`config.mk`:
```
export PLATFORM = sky130hd
export DESIGN_NAME = form_field_extract_url_decode
export DESIGN_NICKNAME = d
export VERILOG_FILES = /design/src/rtl/ffud_pkg.sv /design/src/rtl/ffud_core.sv /design/src/rtl/ffud_res_buf.sv /design/src/rtl/form_field_extract_url_decode.sv
export VERILOG_INCLUDE_DIRS = /design/src /design/src/rtl
export SDC_FILE = /design/constraint.sdc
export NUM_CORES = 1
export LEC_CHECK = 0
export ABC_AREA = 1
export BUFFER_PORTS_ARGS = -buffer_cell sky130_fd_sc_hd__clkbuf_2
export CAP_MARGIN = 20
export CORE_UTILIZATION = 60
export CTS_BUF_LIST = sky130_fd_sc_hd__clkbuf_8
export CTS_CLUSTER_DIAMETER = 40
export DETAILED_ROUTE_END_ITERATION = 8
export PLACE_DENSITY = 0.88
export SYNTH_ARGS = -nofsm -noshare
export SYNTH_HDL_FRONTEND = slang
export SYNTH_HIERARCHICAL = 1
export SYNTH_SLANG_ARGS = --single-unit
```
`constraint.sdc`:
```
create_clock -name clk -period 14.5 [get_ports clk]
set_clock_uncertainty 0.2 [all_clocks]
set_input_delay 0.725 -clock clk [delete_from_list [all_inputs] [get_ports clk]]
set_output_delay 0.725 -clock clk [all_outputs]
set_load 0.05 [all_outputs]
```
`src/rtl/form_field_extract_url_decode_macros.svh`:
```
// ----------------------------------------------------------------------------
// Assertion macros for the form field extractor
// Shared concurrent-assertion shorthands, clocked on clk, disabled in reset.
// ----------------------------------------------------------------------------
`ifndef FORM_FIELD_EXTRACT_URL_DECODE_MACROS_SVH
`define FORM_FIELD_EXTRACT_URL_DECODE_MACROS_SVH

// same-cycle implication
`define FFUD_ASSERT_NOW(label, ante, cons) \
  label: assert property (@(posedge clk) disable iff (rst) (ante) |-> (cons)) \
    else $error("ffud: same-cycle check failed");

// next-cycle implication
`define FFUD_ASSERT_NEXT(label, ante, cons) \
  label: assert property (@(posedge clk) disable iff (rst) (ante) |=> (cons)) \
    else $error("ffud: next-cycle check failed");

`endif

```
`src/rtl/ffud_pkg.sv`:
```
// ----------------------------------------------------------------------------
// ffud_pkg
// Types, codes and helpers shared by the form field extractor modules.
// ----------------------------------------------------------------------------
`timescale 1ns / 1ps

package ffud_pkg;

  localparam int KEY_MAX_BYTES_DEF = 8;
  localparam int VALUE_MAX_DEF     = 1023;
  localparam int RES_MAX           = 4;
  localparam int RES_CNT_W         = 3;

  // register indexes
  localparam logic [1:0] REG_KEY_CHARS  = 2'd0;
  localparam logic [1:0] REG_KEY_LENGTH = 2'd1;
  localparam logic [1:0] REG_MAX_VALUE  = 2'd2;

  localparam logic [9:0] MAX_VALUE_RESET = 10'd64;

  // characters with a role in the body syntax
  localparam logic [7:0] CH_AMP   = 8'h26;
  localparam logic [7:0] CH_EQ    = 8'h3d;
  localparam logic [7:0] CH_PLUS  = 8'h2b;
  localparam logic [7:0] CH_PCT   = 8'h25;
  localparam logic [7:0] CH_SPACE = 8'h20;
  localparam logic [7:0] CH_NUL   = 8'h00;

  localparam logic ITEM_VALUE   = 1'b0;
  localparam logic ITEM_SUMMARY = 1'b1;

  typedef enum logic [3:0] {
    PH_KEY   = 4'b0001,
    PH_SKIP  = 4'b0010,
    PH_VALUE = 4'b0100,
    PH_DONE  = 4'b1000
  } phase_t;

  typedef enum logic [2:0] {
    ESC_NONE = 3'b001,
    ESC_PCT  = 3'b010,
    ESC_HEX1 = 3'b100
  } esc_t;

  typedef struct packed {
    logic [63:0] key_chars;
    logic [3:0]  key_length;
    logic [9:0]  max_value_length;
  } cfg_t;

  typedef struct packed {
    logic       item_kind;
    logic [7:0] value_byte;
    logic       key_found;
    logic [9:0] raw_length;
    logic       run_last;
  } result_t;

  typedef result_t [RES_MAX-1:0] res_list_t;

  function automatic logic hex_ok(input logic [7:0] c);
    return (c >= 8'h30 && c <= 8'h39) || (c >= 8'h61 && c <= 8'h66) ||
           (c >= 8'h41 && c <= 8'h46);
  endfunction

  function automatic logic [3:0] hex_nib(input logic [7:0] c);
    logic [7:0] v;
    if (c <= 8'h39) v = c - 8'h30;
    else if (c >= 8'h61) v = c - 8'h57;
    else v = c - 8'h37;
    return v[3:0];
  endfunction

  function automatic result_t mk_value(input logic [7:0] b);
    result_t r;
    r.item_kind  = ITEM_VALUE;
    r.value_byte = b;
    r.key_found  = 1'b0;
    r.raw_length = '0;
    r.run_last   = 1'b0;
    return r;
  endfunction

  function automatic result_t mk_summary(input logic found, input logic [9:0] len);
    result_t r;
    r.item_kind  = ITEM_SUMMARY;
    r.value_byte = '0;
    r.key_found  = found;
    r.raw_length = len;
    r.run_last   = 1'b0;
    return r;
  endfunction

endpackage

```
`src/rtl/ffud_core.sv`:
```
// ----------------------------------------------------------------------------
// ffud_core
// Parser state and single-pass decode of one body byte into up to four results.
// ----------------------------------------------------------------------------
`timescale 1ns / 1ps

module ffud_core import ffud_pkg::*; #(
  parameter int KEY_MAX_BYTES = KEY_MAX_BYTES_DEF,
  parameter int VALUE_MAX     = VALUE_MAX_DEF
) (
  input  logic                 clk,
  input  logic                 rst,
  input  cfg_t                 cfg,
  input  logic                 fire,
  input  logic [7:0]           in_byte,
  input  logic                 in_last,
  output res_list_t            res_list,
  output logic [RES_CNT_W-1:0] res_count
);

  localparam int LimCap = (VALUE_MAX > 1023) ? 1023 : VALUE_MAX;

  phase_t     ph, ph_next;
  logic [3:0] kp, kp_next;
  logic [9:0] cc, cc_next;
  esc_t       esc, esc_next;
  logic [7:0] pend, pend_next;
  logic       found, found_next;
  logic       stopped, stopped_next;

  logic [3:0]           klen;
  logic [9:0]           limit;
  logic [7:0]           key_byte;
  logic                 do_plain;
  logic [RES_CNT_W-1:0] n;
  logic [1:0]           last_idx;
  res_list_t            list;

  // effective limits
  assign klen  = (cfg.key_length > 4'(KEY_MAX_BYTES)) ? 4'(KEY_MAX_BYTES) : cfg.key_length;
  assign limit = (cfg.max_value_length > 10'(LimCap)) ? 10'(LimCap) : cfg.max_value_length;
  assign key_byte = cfg.key_chars[{kp[2:0], 3'b000} +: 8];

  // next state and result list for the byte in the input register
  always_comb begin
    ph_next      = ph;
    kp_next      = kp;
    cc_next      = cc;
    esc_next     = esc;
    pend_next    = pend;
    found_next   = found;
    stopped_next = stopped;
    n            = '0;
    list         = '0;
    do_plain     = 1'b0;
    last_idx     = '0;

    if (stopped) begin
      // skip to the byte marked last, which just clears
      if (in_last) begin
        ph_next      = PH_KEY;
        kp_next      = '0;
        cc_next      = '0;
        esc_next     = ESC_NONE;
        pend_next    = '0;
        found_next   = 1'b0;
        stopped_next = 1'b0;
      end
    end else begin
      if (in_byte != CH_NUL) begin
        unique case (ph)
          PH_KEY: begin
            if (in_byte == CH_AMP) begin
              kp_next = '0;
            end else if (kp < klen) begin
              if (in_byte == key_byte) kp_next = kp + 4'd1;
              else ph_next = PH_SKIP;
            end else begin
              ph_next = (in_byte == CH_EQ) ? PH_VALUE : PH_SKIP;
            end
          end
          PH_SKIP: begin
            if (in_byte == CH_AMP) begin
              ph_next = PH_KEY;
              kp_next = '0;
            end
          end
          PH_VALUE: begin
            if (in_byte == CH_AMP) begin
              if (found) begin
                // end of the selected value: flush a pending escape
                if (esc == ESC_PCT) begin
                  list[n[1:0]] = mk_value(CH_PCT);
                  n = n + 3'd1;
                end else if (esc == ESC_HEX1) begin
                  list[n[1:0]] = mk_value(CH_PCT);
                  n = n + 3'd1;
                  list[n[1:0]] = mk_value(pend);
                  n = n + 3'd1;
                end
                esc_next  = ESC_NONE;
                pend_next = '0;
                ph_next   = PH_DONE;
              end else begin
                ph_next = PH_KEY;
                kp_next = '0;
              end
            end else begin
              found_next = 1'b1;
              if (cc < limit) begin
                cc_next = cc + 10'd1;
                // escape decode
                unique case (esc)
                  ESC_PCT: begin
                    if (hex_ok(in_byte)) begin
                      pend_next = in_byte;
                      esc_next  = ESC_HEX1;
                    end else begin
                      list[n[1:0]] = mk_value(CH_PCT);
                      n = n + 3'd1;
                      esc_next = ESC_NONE;
                      do_plain = 1'b1;
                    end
                  end
                  ESC_HEX1: begin
                    if (hex_ok(in_byte)) begin
                      list[n[1:0]] = mk_value({hex_nib(pend), hex_nib(in_byte)});
                      n = n + 3'd1;
                    end else begin
                      list[n[1:0]] = mk_value(CH_PCT);
                      n = n + 3'd1;
                      list[n[1:0]] = mk_value(pend);
                      n = n + 3'd1;
                      do_plain = 1'b1;
                    end
                    esc_next  = ESC_NONE;
                    pend_next = '0;
                  end
                  default: do_plain = 1'b1;
                endcase
                // plain byte
                if (do_plain) begin
                  if (in_byte == CH_PLUS) begin
                    list[n[1:0]] = mk_value(CH_SPACE);
                    n = n + 3'd1;
                  end else if (in_byte == CH_PCT) begin
                    esc_next = ESC_PCT;
                  end else begin
                    list[n[1:0]] = mk_value(in_byte);
                    n = n + 3'd1;
                  end
                end
                // limit reached: give a pending escape literally
                if (cc_next >= limit) begin
                  if (esc_next == ESC_PCT) begin
                    list[n[1:0]] = mk_value(CH_PCT);
                    n = n + 3'd1;
                  end else if (esc_next == ESC_HEX1) begin
                    list[n[1:0]] = mk_value(CH_PCT);
                    n = n + 3'd1;
                    list[n[1:0]] = mk_value(pend_next);
                    n = n + 3'd1;
                  end
                  esc_next  = ESC_NONE;
                  pend_next = '0;
                end
              end
            end
          end
          default: ;
        endcase
      end

      // end of body: flush, summary, clear
      if (in_byte == CH_NUL || in_last) begin
        if (esc_next == ESC_PCT) begin
          list[n[1:0]] = mk_value(CH_PCT);
          n = n + 3'd1;
        end else if (esc_next == ESC_HEX1) begin
          list[n[1:0]] = mk_value(CH_PCT);
          n = n + 3'd1;
          list[n[1:0]] = mk_value(pend_next);
          n = n + 3'd1;
        end
        list[n[1:0]] = mk_summary(found_next, cc_next);
        n = n + 3'd1;
        ph_next      = PH_KEY;
        kp_next      = '0;
        cc_next      = '0;
        esc_next     = ESC_NONE;
        pend_next    = '0;
        found_next   = 1'b0;
        stopped_next = !in_last;
      end

      // mark the final result of this byte
      if (n != '0) begin
        last_idx = 2'(n - 3'd1);
        list[last_idx].run_last = 1'b1;
      end
    end
  end

  assign res_list  = list;
  assign res_count = n;

  // parser state
  always_ff @(posedge clk) begin
    if (rst) begin
      ph      <= PH_KEY;
      kp      <= '0;
      cc      <= '0;
      esc     <= ESC_NONE;
      pend    <= '0;
      found   <= 1'b0;
      stopped <= 1'b0;
    end else if (fire) begin
      ph      <= ph_next;
      kp      <= kp_next;
      cc      <= cc_next;
      esc     <= esc_next;
      pend    <= pend_next;
      found   <= found_next;
      stopped <= stopped_next;
    end
  end

endmodule

```
`src/rtl/ffud_res_buf.sv`:
```
// ----------------------------------------------------------------------------
// ffud_res_buf
// Result register bank: holds the results of one byte and sends them in order.
// ----------------------------------------------------------------------------
`timescale 1ns / 1ps

`include "form_field_extract_url_decode_macros.svh"

module ffud_res_buf import ffud_pkg::*; (
  input  logic                 clk,
  input  logic                 rst,
  input  logic                 load,
  input  logic [RES_CNT_W-1:0] load_count,
  input  res_list_t            load_list,
  output logic                 free,
  output logic                 m_valid,
  input  logic                 m_ready,
  output result_t              m_item
);

  res_list_t            items;
  logic [RES_CNT_W-1:0] cnt;
  logic                 take;

  assign m_valid = (cnt != '0);
  assign m_item  = items[0];
  assign take    = m_valid && m_ready;
  // empty, or the last result leaves in this cycle
  assign free    = (cnt == '0) || ((cnt == 3'd1) && m_ready);

  // result count
  always_ff @(posedge clk) begin
    if (rst) begin
      cnt <= '0;
    end else if (load) begin
      cnt <= load_count;
    end else if (take) begin
      cnt <= cnt - 3'd1;
    end
  end

  // payload: load, or shift toward the head on each transfer
  always_ff @(posedge clk) begin
    if (load) begin
      items <= load_list;
    end else if (take) begin
      for (int i = 0; i < RES_MAX - 1; i++) begin
        items[i] <= items[i+1];
      end
    end
  end

  `FFUD_ASSERT_NOW(a_cnt_bound, 1'b1, cnt <= 3'(RES_MAX))
  `FFUD_ASSERT_NOW(a_load_when_free, load, free && load_count != '0)
  `FFUD_ASSERT_NEXT(a_drain_empty, take && cnt == 3'd1 && !load, !m_valid)
  `FFUD_ASSERT_NEXT(a_load_shows, load, m_valid && cnt == $past(load_count))

endmodule

```
`src/rtl/form_field_extract_url_decode.sv`:
```
// Path: a body byte is held in the input register, then its results in the result
// register; the byte waits in the input register while the result bank is not free.
// Throughput: one byte per cycle while m_tready is high and each byte gives at most
// one result; a byte with more results holds the single output port until all leave.
// Reset: synchronous rst clears the parser and the result bank, and sets the
// registers to key_chars 0, key_length 0, max_value_length 64.
// ----------------------------------------------------------------------------
// form_field_extract_url_decode
// Extracts and percent-decodes one field of a urlencoded form body stream.
// ----------------------------------------------------------------------------
`timescale 1ns / 1ps

module form_field_extract_url_decode import ffud_pkg::*; #(
  parameter int KEY_MAX_BYTES = KEY_MAX_BYTES_DEF,
  parameter int VALUE_MAX     = VALUE_MAX_DEF
) (
  input  logic        clk,
  input  logic        rst,
  // body input
  input  logic        s_tvalid,
  output logic        s_tready,
  input  logic [7:0]  s_tdata,   // [7:0] body_byte
  input  logic        s_tlast,   // body_last
  // results
  output logic        m_tvalid,
  input  logic        m_tready,
  output logic [23:0] m_tdata,   // [7:0] value_byte, [8] key_found, [18:9] raw_length
  output logic        m_tuser,   // item_kind
  output logic        m_tlast,   // run_last
  // configuration
  input  logic        cfg_we,
  input  logic [1:0]  cfg_index,
  input  logic [63:0] cfg_data
);

  cfg_t                 cfg;
  logic                 in_valid;
  logic [7:0]           in_byte;
  logic                 in_last;
  logic                 buf_free;
  logic                 core_fire;
  res_list_t            res_list;
  logic [RES_CNT_W-1:0] res_count;
  result_t              m_item;

  // configuration registers
  always_ff @(posedge clk) begin
    if (rst) begin
      cfg.key_chars        <= '0;
      cfg.key_length       <= '0;
      cfg.max_value_length <= MAX_VALUE_RESET;
    end else if (cfg_we) begin
      unique case (cfg_index)
        REG_KEY_CHARS:  cfg.key_chars        <= cfg_data;
        REG_KEY_LENGTH: cfg.key_length       <= cfg_data[3:0];
        REG_MAX_VALUE:  cfg.max_value_length <= cfg_data[9:0];
        default: ;
      endcase
    end
  end

  // input register
  assign core_fire = in_valid && buf_free;
  assign s_tready  = !in_valid || core_fire;

  always_ff @(posedge clk) begin
    if (rst) begin
      in_valid <= 1'b0;
    end else if (s_tready) begin
      in_valid <= s_tvalid;
    end
  end

  always_ff @(posedge clk) begin
    if (s_tvalid && s_tready) begin
      in_byte <= s_tdata;
      in_last <= s_tlast;
    end
  end

  ffud_core #(
    .KEY_MAX_BYTES(KEY_MAX_BYTES),
    .VALUE_MAX    (VALUE_MAX)
  ) u_core (
    .clk      (clk),
    .rst      (rst),
    .cfg      (cfg),
    .fire     (core_fire),
    .in_byte  (in_byte),
    .in_last  (in_last),
    .res_list (res_list),
    .res_count(res_count)
  );

  ffud_res_buf u_res_buf (
    .clk       (clk),
    .rst       (rst),
    .load      (core_fire && (res_count != '0)),
    .load_count(res_count),
    .load_list (res_list),
    .free      (buf_free),
    .m_valid   (m_tvalid),
    .m_ready   (m_tready),
    .m_item    (m_item)
  );

  // output packing
  assign m_tdata = {5'b0, m_item.raw_length, m_item.key_found, m_item.value_byte};
  assign m_tuser = m_item.item_kind;
  assign m_tlast = m_item.run_last;

endmodule
```
==> results.cfg, run 1 <==
[synth]
synth_edf_count = 93
yosysSeqAreaShare_pct = 35.8
synth.distinct_cells = 56
synth-main-ff-cell = dfxtp_1
netlist_area_um2 = 14100
async_flop_share_pct = 0
synth-seq-cells = 206
synthCells = 2045
synth_area_per_cell_um2 = 6.90
yosys_warnings = 6

[setup_path]
crit_fanout = 91
worst_setup_path_start_kind = flip-flop
r2r_cells = 33
crit_path_frequent_cell = inv_1
crit_required_ps = 14470
r2r-end = u_res_buf/items[31]$_DFFE_PP_
worstSetupPathType = flip-flop to flip-flop
end_kind = flip-flop
cp_slowest_cell = buf_4
worst-r2r-setup-slack_ps = 6810
r2r-start = u_core/cc[0]$_SDFFE_PP0P_
path_buf_inv = 9
crit_arrival_ps = 7660
crit_family = simple AND/OR/NAND/NOR gates
critPathMaxStageDelay_ps = 680

[floorplan]
io-pin-count = 108
initial_utilization_pct = 61.7
core.rowCount = 55
dieWidth_um = 155
die_height_um = 155
core_um2 = 22800
die-area_um2 = 24100

[detailed_routing]
drc_errors = 0
wl_per_cell_um = 16.4
antenna_left = 0
dr.pass1.iters = 5
routed_wl_um = 39800
routed_via_density = 5.60
drt_iter0_drc = 1345
num_vias = 13600

[job]
maxCapViolations = 0

[global_route]
grtUsageMet2_pct = 53.7
grt-busiest-layer = met2
track_usage_pct = 33.4
grt_pass1_vias = 12600
grt_antenna_before_repair = 0
grt-ovfl-total = 0
gr-usage-met3_pct = 4.37
grt_pass1_wl_um = 64100
use_met1_pct = 44.7
grt_max_degree = 114

[timing]
setup_tns_ps = 0
fin_crit_ps = 7690
worst_pin_slew_ps = 1040
fmax_ghz = 0.130
worst_hold_slack_ps = 158
fin_ws_ps = 6810
setup_viol = 0
rsz0062_at_grt = no
slew_viol_final = 0
final.period_utilization_pct = 53.0
relSlewSlack_pct = 30.8
hold_viol = 0

[placed_design]
portBuffers = 102
gp_congestion = 1.04
dp_slack_ps = 6970
dp_hpwl_um = 29000

[clock_tree]
tritoncts = yes
clkSinkCount = 206
cts_buffers = 38
path_clk_slew_ps = 60
cts_setup_buffers = 0
cts_resized = 0
root_buffer = clkbuf_8
cts_max_level = 2
hold_buffers = 0
clock_latency_ps = 540
clockBufferDepth = 3

[hold_path]
holdCritStartpoint = s_tdata[2]
min_path_type = primary input to flip-flop
min_path_cells = 1
hold_end = in_byte[2]$_DFFE_PP_

[final_layout]
num_antenna_cells = 0
fin_nets = 2221
area_growth_pct = 6.63
drive_gt1_share_pct = 11.9
utilization_pct = 65.8
fill_cells = 2065

[power_and_ir_drop]
cellPowerDensity_nw_per_um2 = 134
leakage_uw = 0.00719
ir_worst_vdd_uv = 107

[run_status]
status = finished, final reports clean
cell type report:
cell class	count	area [um^2]	share of cell area (%)
Clock buffer	42	578	3.84
Clock inverter	23	151	1.01
Inverter	270	1020	6.76
Multi-Input combinational cell	1454	7230	48.0
Sequential cell	206	5050	33.6
Tap cell	313	392	2.60
Timing Repair Buffer	116	622	4.13
flip-flops by register name (all words and copies together) (netlist names), 4 cells and up:
register          cells
u_core/ph             4
cfg                  78
u_core/cc            10
u_core/kp             4
in_byte               8
u_core/pend           8
u_res_buf/m_item     21
u_res_buf/items      63
report_power, final:
part	internal, uW	total, uW	switching, uW	leakage [uW]
Sequential	779	835	55.7	0.00181
Combinational	161	648	487	0.00496
Clock	288	540	252	0.000420
Total	1230	2020	795	0.00719
cells in the final DEF (no fill, tap or decap), types with 4 or more instances in the layout:
cell type / Yosys / routed
nor2_4: 5 / 7
a22oi_1: 6 / 6
o21ai_0: 95 / 95
nand4_1: 12 / 12
o211ai_1: 14 / 14
nor4_1: 8 / 8
nand3_1: 143 / 143
nor2_2: 7 / 6
nand2_2: 18 / 19
xor2_1: 20 / 20
ha_1: 55 / 55
buf_4: 30 / 14
a21oi_2: 4 / 4
inv_2: 20 / 21
clkbuf_2: 0 / 101
clkinv_2: 0 / 4
clkbuf_8: 0 / 42
edfxtp_1: 93 / 93
o31ai_1: 8 / 8
dfxtp_1: 113 / 113
conb_1: 1 / 5
nand2_1: 560 / 559
nor3_2: 4 / 4
nor2_1: 265 / 264
o221ai_1: 10 / 10
o21ai_1: 8 / 8
inv_1: 247 / 259
nor3_1: 17 / 17
nand3_2: 4 / 4
a21oi_1: 137 / 137
o22ai_1: 15 / 15
cell usage after synthesis, types with 6 or more instances:
| cell type | n | area, um^2 |
|---|---|---|
| nand2_1 | 560 | 2100 |
| nor2_1 | 265 | 995 |
| inv_1 | 247 | 927 |
| nand3_1 | 143 | 716 |
| a21oi_1 | 137 | 686 |
| dfxtp_1 | 113 | 2260 |
| o21ai_0 | 95 | 475 |
| edfxtp_1 | 93 | 2790 |
| ha_1 | 55 | 688 |
| buf_4 | 30 | 225 |
| buf_6 | 29 | 327 |
| clkbuf_1 | 29 | 109 |
| buf_2 | 27 | 135 |
| inv_2 | 20 | 75.1 |
| xor2_1 | 20 | 175 |
| nand2_2 | 18 | 113 |
| nor3_1 | 17 | 85.1 |
| o22ai_1 | 15 | 93.8 |
| o211ai_1 | 14 | 105 |
| nand4_1 | 12 | 75.1 |
| o221ai_1 | 10 | 87.6 |
| nor4_1 | 8 | 50.1 |
| o21ai_1 | 8 | 40.0 |
| o31ai_1 | 8 | 60.1 |
| nor2_2 | 7 | 43.8 |
| a22oi_1 | 6 | 45.0 |
cells by family (layout without fill, tap and decap cells):
group | after synthesis | in the layout | share of synthesized area, %
flip-flops | 206 | 206 | 35.8
other | 1 | 5 | 0.0266
adder cells (fa/ha/maj) | 55 | 55 | 4.88
AO/OA/AOI/OAI | 317 | 317 | 12.8
XOR/XNOR | 23 | 23 | 1.61
AND/OR/NAND/NOR | 1054 | 1054 | 31.7
buffers and inverters | 389 | 451 | 13.1
layer usage:
metal | up-vias | wire (um)
met2 | 634 | 18200
met4 | 0 | 1780
met5 | - | 0
li1 | 6625 | -
met3 | 112 | 3090
met1 | 6192 | 16800
worst max-delay path by stage:
stage	cells after the start	slack, ps	from	endpoint
detailed placement	33	6970	u_core/cc[0]$_SDFFE_PP0P_	u_res_buf/m_item[16]$_DFFE_PP_
CTS	33	6950	u_core/cc[0]$_SDFFE_PP0P_	u_res_buf/m_item[16]$_DFFE_PP_
floorplan	34	6990	in_byte[0]$_DFFE_PP_	u_res_buf/items[21]$_DFFE_PP_
global placement	34	7240	in_byte[0]$_DFFE_PP_	u_res_buf/m_item[13]$_DFFE_PP_
finish	33	6810	u_core/cc[0]$_SDFFE_PP0P_	u_res_buf/items[31]$_DFFE_PP_
global route	33	6230	u_core/cc[0]$_SDFFE_PP0P_	u_res_buf/m_item[16]$_DFFE_PP_
through the flow:
stage          instances  instance area (um^2)  total power, uW
4_1_cts             2424                 15000             2020
2_1_floorplan       2049                 14100             1380
5_1_grt             2424                 15000             2130
3_3_place_gp        2358                 14300             1460
3_5_place_dp        2359                 14300             1480
6_report            2424                 15000             2020
Note: power is estimated with default switching activity, not from simulation.
==> inputs of run 2 (changes only) <==
Settings changed: ABC_AREA 1 to 0, CORE_UTILIZATION 60 to 57.
Clock period 14.5 ns to 6.65 ns, I/O delays scaled along.
==> run 2 against run 1 <==
Sequential share of layout area is 0.53 points lower. Highest routed layer is now met5. First-iteration DRC count shrank 21%. Flip-flop and latch count unchanged. Register-to-register slack worse by 6600 ps. Critical path type unchanged.
==> results.cfg, run 2 <==
[floorplan]
core.rowCount = 54
die_height_um = 153
initial_utilization_pct = 59.0
die-area_um2 = 23500
dieWidth_um = 153
io-pin-count = 108
core_um2 = 22100

[final_layout]
mostFrequentLayoutCells = nand2b_1 (156), nor2_1 (132), dfxtp_1 (113)
instances_no_fill = 1788
drive_gt1_share_pct = 21.4
num_antenna_cells = 0
area_growth_pct = 17.2
top_register = cfg
fill_cells = 1544
final_common_cell = nand2b_1
fin_nets = 1614
largest_reg_flops = 78

[job]
maxCapViolations = 0

[timing]
hold_viol = 0
fmax_ghz = 0.154
slew_viol_final = 0
worst_hold_slack_ps = 33.9
final.period_utilization_pct = 97.5
worst_pin_slew_ps = 1090
setup_viol = 0
fin_crit_ps = 6490
relSlewSlack_pct = 27.2

[detailed_routing]
drt_iter0_drc = 1069
antenna_left = 0
num_vias = 11000
dr.pass1.iters = 5
routed_wl_um = 37300
routed_via_density = 6.17
wl_per_cell_um = 20.8
drc_errors = 0

[setup_path]
r2r-end = u_res_buf/m_item[1]$_DFFE_PP_
r2r-start = in_byte[0]$_DFFE_PP_
crit_arrival_ps = 6570
worst-r2r-setup-slack_ps = 160
crit_fanout = 22
end_kind = flip-flop
worstSetupPathType = flip-flop to flip-flop
r2r_cells = 27
crit_required_ps = 6730
worst_setup_path_start_kind = flip-flop

[clock_tree]
tritoncts = yes
path_clk_slew_ps = 60
cts_buffers = 38
clockBufferDepth = 3
cts_max_level = 2
clkSinkCount = 206
clock_latency_ps = 560
root_buffer = clkbuf_8

[hold_path]
holdCritStartpoint = m_tready
min_path_cells = 3
hold_end = u_res_buf/cnt[1]$_SDFFE_PP0P_
min_path_type = primary input to flip-flop

[synth]
synth_common_cells = nand2b_1 (157), nor2_1 (135), dfxtp_1 (113)
netlist_area_um2 = 13000
synth_edf_count = 93
synth_most_common_cell = nand2b_1
yosys_warnings = 6
yosysTopAreaCell = edfxtp_1
synth.distinct_cells = 84
synth.area.top_cells = edfxtp_1 (21%), dfxtp_1 (17%), nand2b_1 (7.5%), mux2i_1 (7.0%), mux2_2 (5.4%)
synth_area_per_cell_um2 = 9.85
yosysSeqAreaShare_pct = 38.8
synth-seq-cells = 206
async_flop_share_pct = 0
synth_top_area_share_pct = 21.4
synth-main-ff-cell = dfxtp_1
synthCells = 1323

[placed_design]
gp_congestion = 0.990
portBuffers = 102
dp_hpwl_um = 23400
placed_cells = 1635

[power_and_ir_drop]
leakage_uw = 0.00581
cellPowerDensity_nw_per_um2 = 243
ir_worst_vdd_uv = 155

[global_route]
grt-ovfl-total = 0
grt_pass1_vias = 11200
grt_max_degree = 156
track_usage_pct = 31.1
grt_pass1_wl_um = 57700
grt_antenna_before_repair = 0

[run_status]
status = finished, final reports clean
==> run 2: final cells by class <==
cell class / instances / area, um^2 / area share (%)
Sequential cell: 206 / 5050 / 33.1
Multi-Input combinational cell: 976 / 7310 / 47.8
Clock buffer: 45 / 619 / 4.05
Timing Repair Buffer: 217 / 1650 / 10.8
Clock inverter: 24 / 149 / 0.974
Inverter: 40 / 150 / 0.983
Tap cell: 280 / 350 / 2.29
==> run 2: cells by family (layout without fill, tap and decap cells) <==
group	count (synthesis)	count (layout)	synth area share [%]
compound gates	227	228	12.2
xor+xnor	32	32	2.15
fa+ha+maj	55	55	5.28
buf+inv	146	326	6.20
flops	206	206	38.8
mux	170	170	15.2
other cells	1	5	0.0288
simple gates	486	486	20.2
==> run 2: critical path, cell delays in order (launching register included) <==
cell	delay [ps]
edfxtp_1	450
inv_1	90
ha_1	250
nor3b_4	170
o31ai_4	330
a21oi_2	120
or2_2	330
ha_1	310
or3_1	380
o21ai_2	110
inv_1	110
ha_1	310
a211oi_2	50
a211oi_2	260
nor3_2	70
nor2_2	250
ha_1	290
inv_1	70
a22o_1	170
a22oi_2	80
ha_2	220
nand4b_1	170
o32ai_1	290
a21oi_1	130
nor2_2	180
o31a_4	250
clkbuf_16	230
mux2_2	350
==> run 2: power breakdown <==
part / switching, uW / leakage [uW] / total, uW / internal, uW
logic: 542 / 0.00358 / 873 / 330
registers: 65.3 / 0.00179 / 1620 / 1560
clock network: 562 / 0.000435 / 1220 / 662
==> run 2: per-stage QoR <==
step	power [uW]	TNS, ps	util (%)	instance area (um^2)	setup WS [ps]
CTS	3660	0	68.3	15100	16.3
finish	3720	0	69.2	15300	163
detailed placement	2430	0	61.4	13600	49.9
global route	3840	-23340	69.2	15300	-226
floorplan	2280	0	-	13100	4.40
global placement	2400	0	61.4	13600	325
==> run 2: worst max path at each step <==
stage	startpoint	to	slack, ps	cells past startpoint
6_report	in_byte[0]$_DFFE_PP_	u_res_buf/m_item[1]$_DFFE_PP_	160	27
5_1_grt	u_core/cc[2]$_SDFFE_PP0P_	u_res_buf/m_item[2]$_DFFE_PP_	-230	26
4_1_cts	in_byte[1]$_DFFE_PP_	u_res_buf/items[43]$_DFFE_PP_	20	27
3_5_place_dp	in_byte[1]$_DFFE_PP_	u_res_buf/m_item[19]$_DFFE_PP_	50	27
3_3_place_gp	in_byte[1]$_DFFE_PP_	u_res_buf/m_item[14]$_DFFE_PP_	320	27
2_1_floorplan	in_byte[1]$_DFFE_PP_	u_res_buf/items[21]$_DFFE_PP_	4	29
==> run 2: layer usage <==
layer / vias to the layer above / wire length [um] / track usage, %
li1: 5017 / - / -
met1: 5276 / 14300 / 36.6
met2: 587 / 18600 / 54.3
met3: 146 / 2710 / 5.36
met4: 3 / 1630 / 15.7
met5: - / 45 / 1.45
==> run 2: repair_timing <==
action / in CTS / in global routing
endpoints found under the setup margin: 0 / 150
resized for setup: 0 / 17
setup buffers: 0 / 5
hold endpoints to repair: 105 / 0
hold buffers: 76 / 0
==> inputs of run 3 (changes only) <==
Settings changed: REMOVE_ABC_BUFFERS set to 1.
==> run 3 against run 2 <==
Die area stayed put. Power is 2.9% lower. Sequential power hardly changed. Setup slack worse by 28 ps. Via count is 3.5% lower. Highest routed layer is now met4. Count of clock-buffer cells in the layout is 1 lower.
==> results.cfg, run 3 (same netlist as run 2, synthesis figures left out) <==
[run_status]
status = finished, final reports clean

[clock_tree]
tritoncts = yes
clkSinkCount = 206
cts_buffers = 37
clockBufferDepth = 3
root_buffer = clkbuf_8
clock_latency_ps = 540
cts_max_level = 2
path_clk_slew_ps = 60

[detailed_routing]
drt_iter0_drc = 877
antenna_left = 0
routed_wl_um = 34600
routed_via_density = 5.95
dr.pass1.iters = 5
num_vias = 10600
drc_errors = 0
wl_per_cell_um = 19.4

[power_and_ir_drop]
cellPowerDensity_nw_per_um2 = 238
ir_worst_vdd_uv = 161
p_total_uw = 3610
leakage_uw = 0.00576

[final_layout]
final_common_cell = nand2b_1
fill_cells = 1579
largest_reg_flops = 78
mostFrequentLayoutCells = nand2b_1 (156), nor2_1 (133), dfxtp_1 (113)
drive_gt1_share_pct = 21.4
fin_nets = 1612
instances_no_fill = 1788
top_register = cfg
design_area_um2 = 15200
area_growth_pct = 16.3

[timing]
setup_viol = 0
relSlewSlack_pct = 33.2
fin_crit_ps = 6510
final.period_utilization_pct = 98.0
worst_hold_slack_ps = 75.3
fmax_ghz = 0.154
slew_viol_final = 0
fin_ws_ps = 136
worst_pin_slew_ps = 1000
hold_viol = 0

[setup_path]
crit_fanout = 22
worstSetupPathType = flip-flop to flip-flop
worst_setup_path_start_kind = flip-flop
cp_slowest_cell = o31a_2
crit_arrival_ps = 6600
end_kind = flip-flop
r2r_cells = 28
critPathMaxStageDelay_ps = 460
crit_path_frequent_cell = ha_1
crit_required_ps = 6730

[floorplan]
dieWidth_um = 153
io-pin-count = 108
initial_utilization_pct = 59.0
core_um2 = 22100
die-area_um2 = 23500
core.rowCount = 54
die_height_um = 153

[global_route]
grt-ovfl-total = 0
track_usage_pct = 29.5
grt_pass1_wl_um = 55100
grt_pass1_vias = 10500
grt_antenna_before_repair = 2
grt_max_degree = 140

[placed_design]
dp_hpwl_um = 22200
portBuffers = 102
gp_congestion = 0.976
placed_cells = 1632
dp_slack_ps = -25.1
placed_cell_area_um2 = 13500

[hold_path]
min_path_cells = 3
min_path_type = primary input to flip-flop

[job]
maxCapViolations = 0
## run 3: cell count changes in the layout (fill, tap and decap cells not counted), sizes merged
cell    delta
o31a       -1
bufinv     -1
buf        +1
clkbuf     -2
clkinv     +1
diode      +2
## run 3: report_power, final
group,leakage [uW],internal (uW),total (uW),switching [uW]
Sequential,0.00179,1560,1610,57.1
Combinational,0.00355,316,837,520
Clock,0.000414,612,1160,548
Total,0.00576,2490,3610,1130
## run 3: worst paths after layout
kind / from / slack, ps / endpoint
max: in_byte[0]$_DFFE_PP_ / 140 / u_res_buf/items[54]$_DFFE_PP_
min reg2reg: cfg[24]$_SDFFE_PP0P_ / 270 / cfg[24]$_SDFFE_PP0P_
min: cfg_we / 80 / cfg[12]$_SDFFE_PP0P_
max reg2reg: in_byte[0]$_DFFE_PP_ / 140 / u_res_buf/items[54]$_DFFE_PP_
## run 3: critical path: cells and delay by family (launching register included)
family	cells	cell delay [ps]
simple gates	7	1400
mux	1	280
compound gates	10	2060
fa+ha+maj	5	1430
buf+inv	5	500
flops	1	390
## run 3: cell type report
| class | count | area [um^2] | share of cell area (%) |
|---|---|---|---|
| timing repair buffer | 217 | 1610 | 10.6 |
| inverter | 40 | 150 | 0.990 |
| sequential | 206 | 5050 | 33.3 |
| multi-input combinational | 975 | 7260 | 47.9 |
| clock inverter | 24 | 125 | 0.825 |
| clock buffer | 44 | 606 | 3.99 |
| tap | 280 | 350 | 2.31 |
| antenna | 2 | 5.00 | 0.0330 |
## run 3: stage by stage
stage | utilization [%] | setup TNS, ps
after floorplan | - | -316780
after global placement | 61.2 | 0
after detailed placement | 61.2 | -1250
after CTS | 68.0 | 0
after global routing | 68.6 | -6950
final | 68.6 | 0
## run 3: metal layers
metal | GRT usage (%) | up-vias | routed length [um]
li1 | - | 5018 | -
met1 | 37.1 | 4980 | 14200
met2 | 47.2 | 518 | 15900
met3 | 7.34 | 126 | 2990
met4 | 14.9 | 0 | 1570
met5 | 0 | - | 0
## run 3: what timing repair did
item                                    in CTS  in global routing
gates cloned                                 0                  2
hold endpoints to repair                    97                  0
buffers inserted                             1                  7
endpoints found under the setup margin     127                150
gates resized for setup                      1                 16
hold buffers                                76                  0
pin swaps                                    1                  6
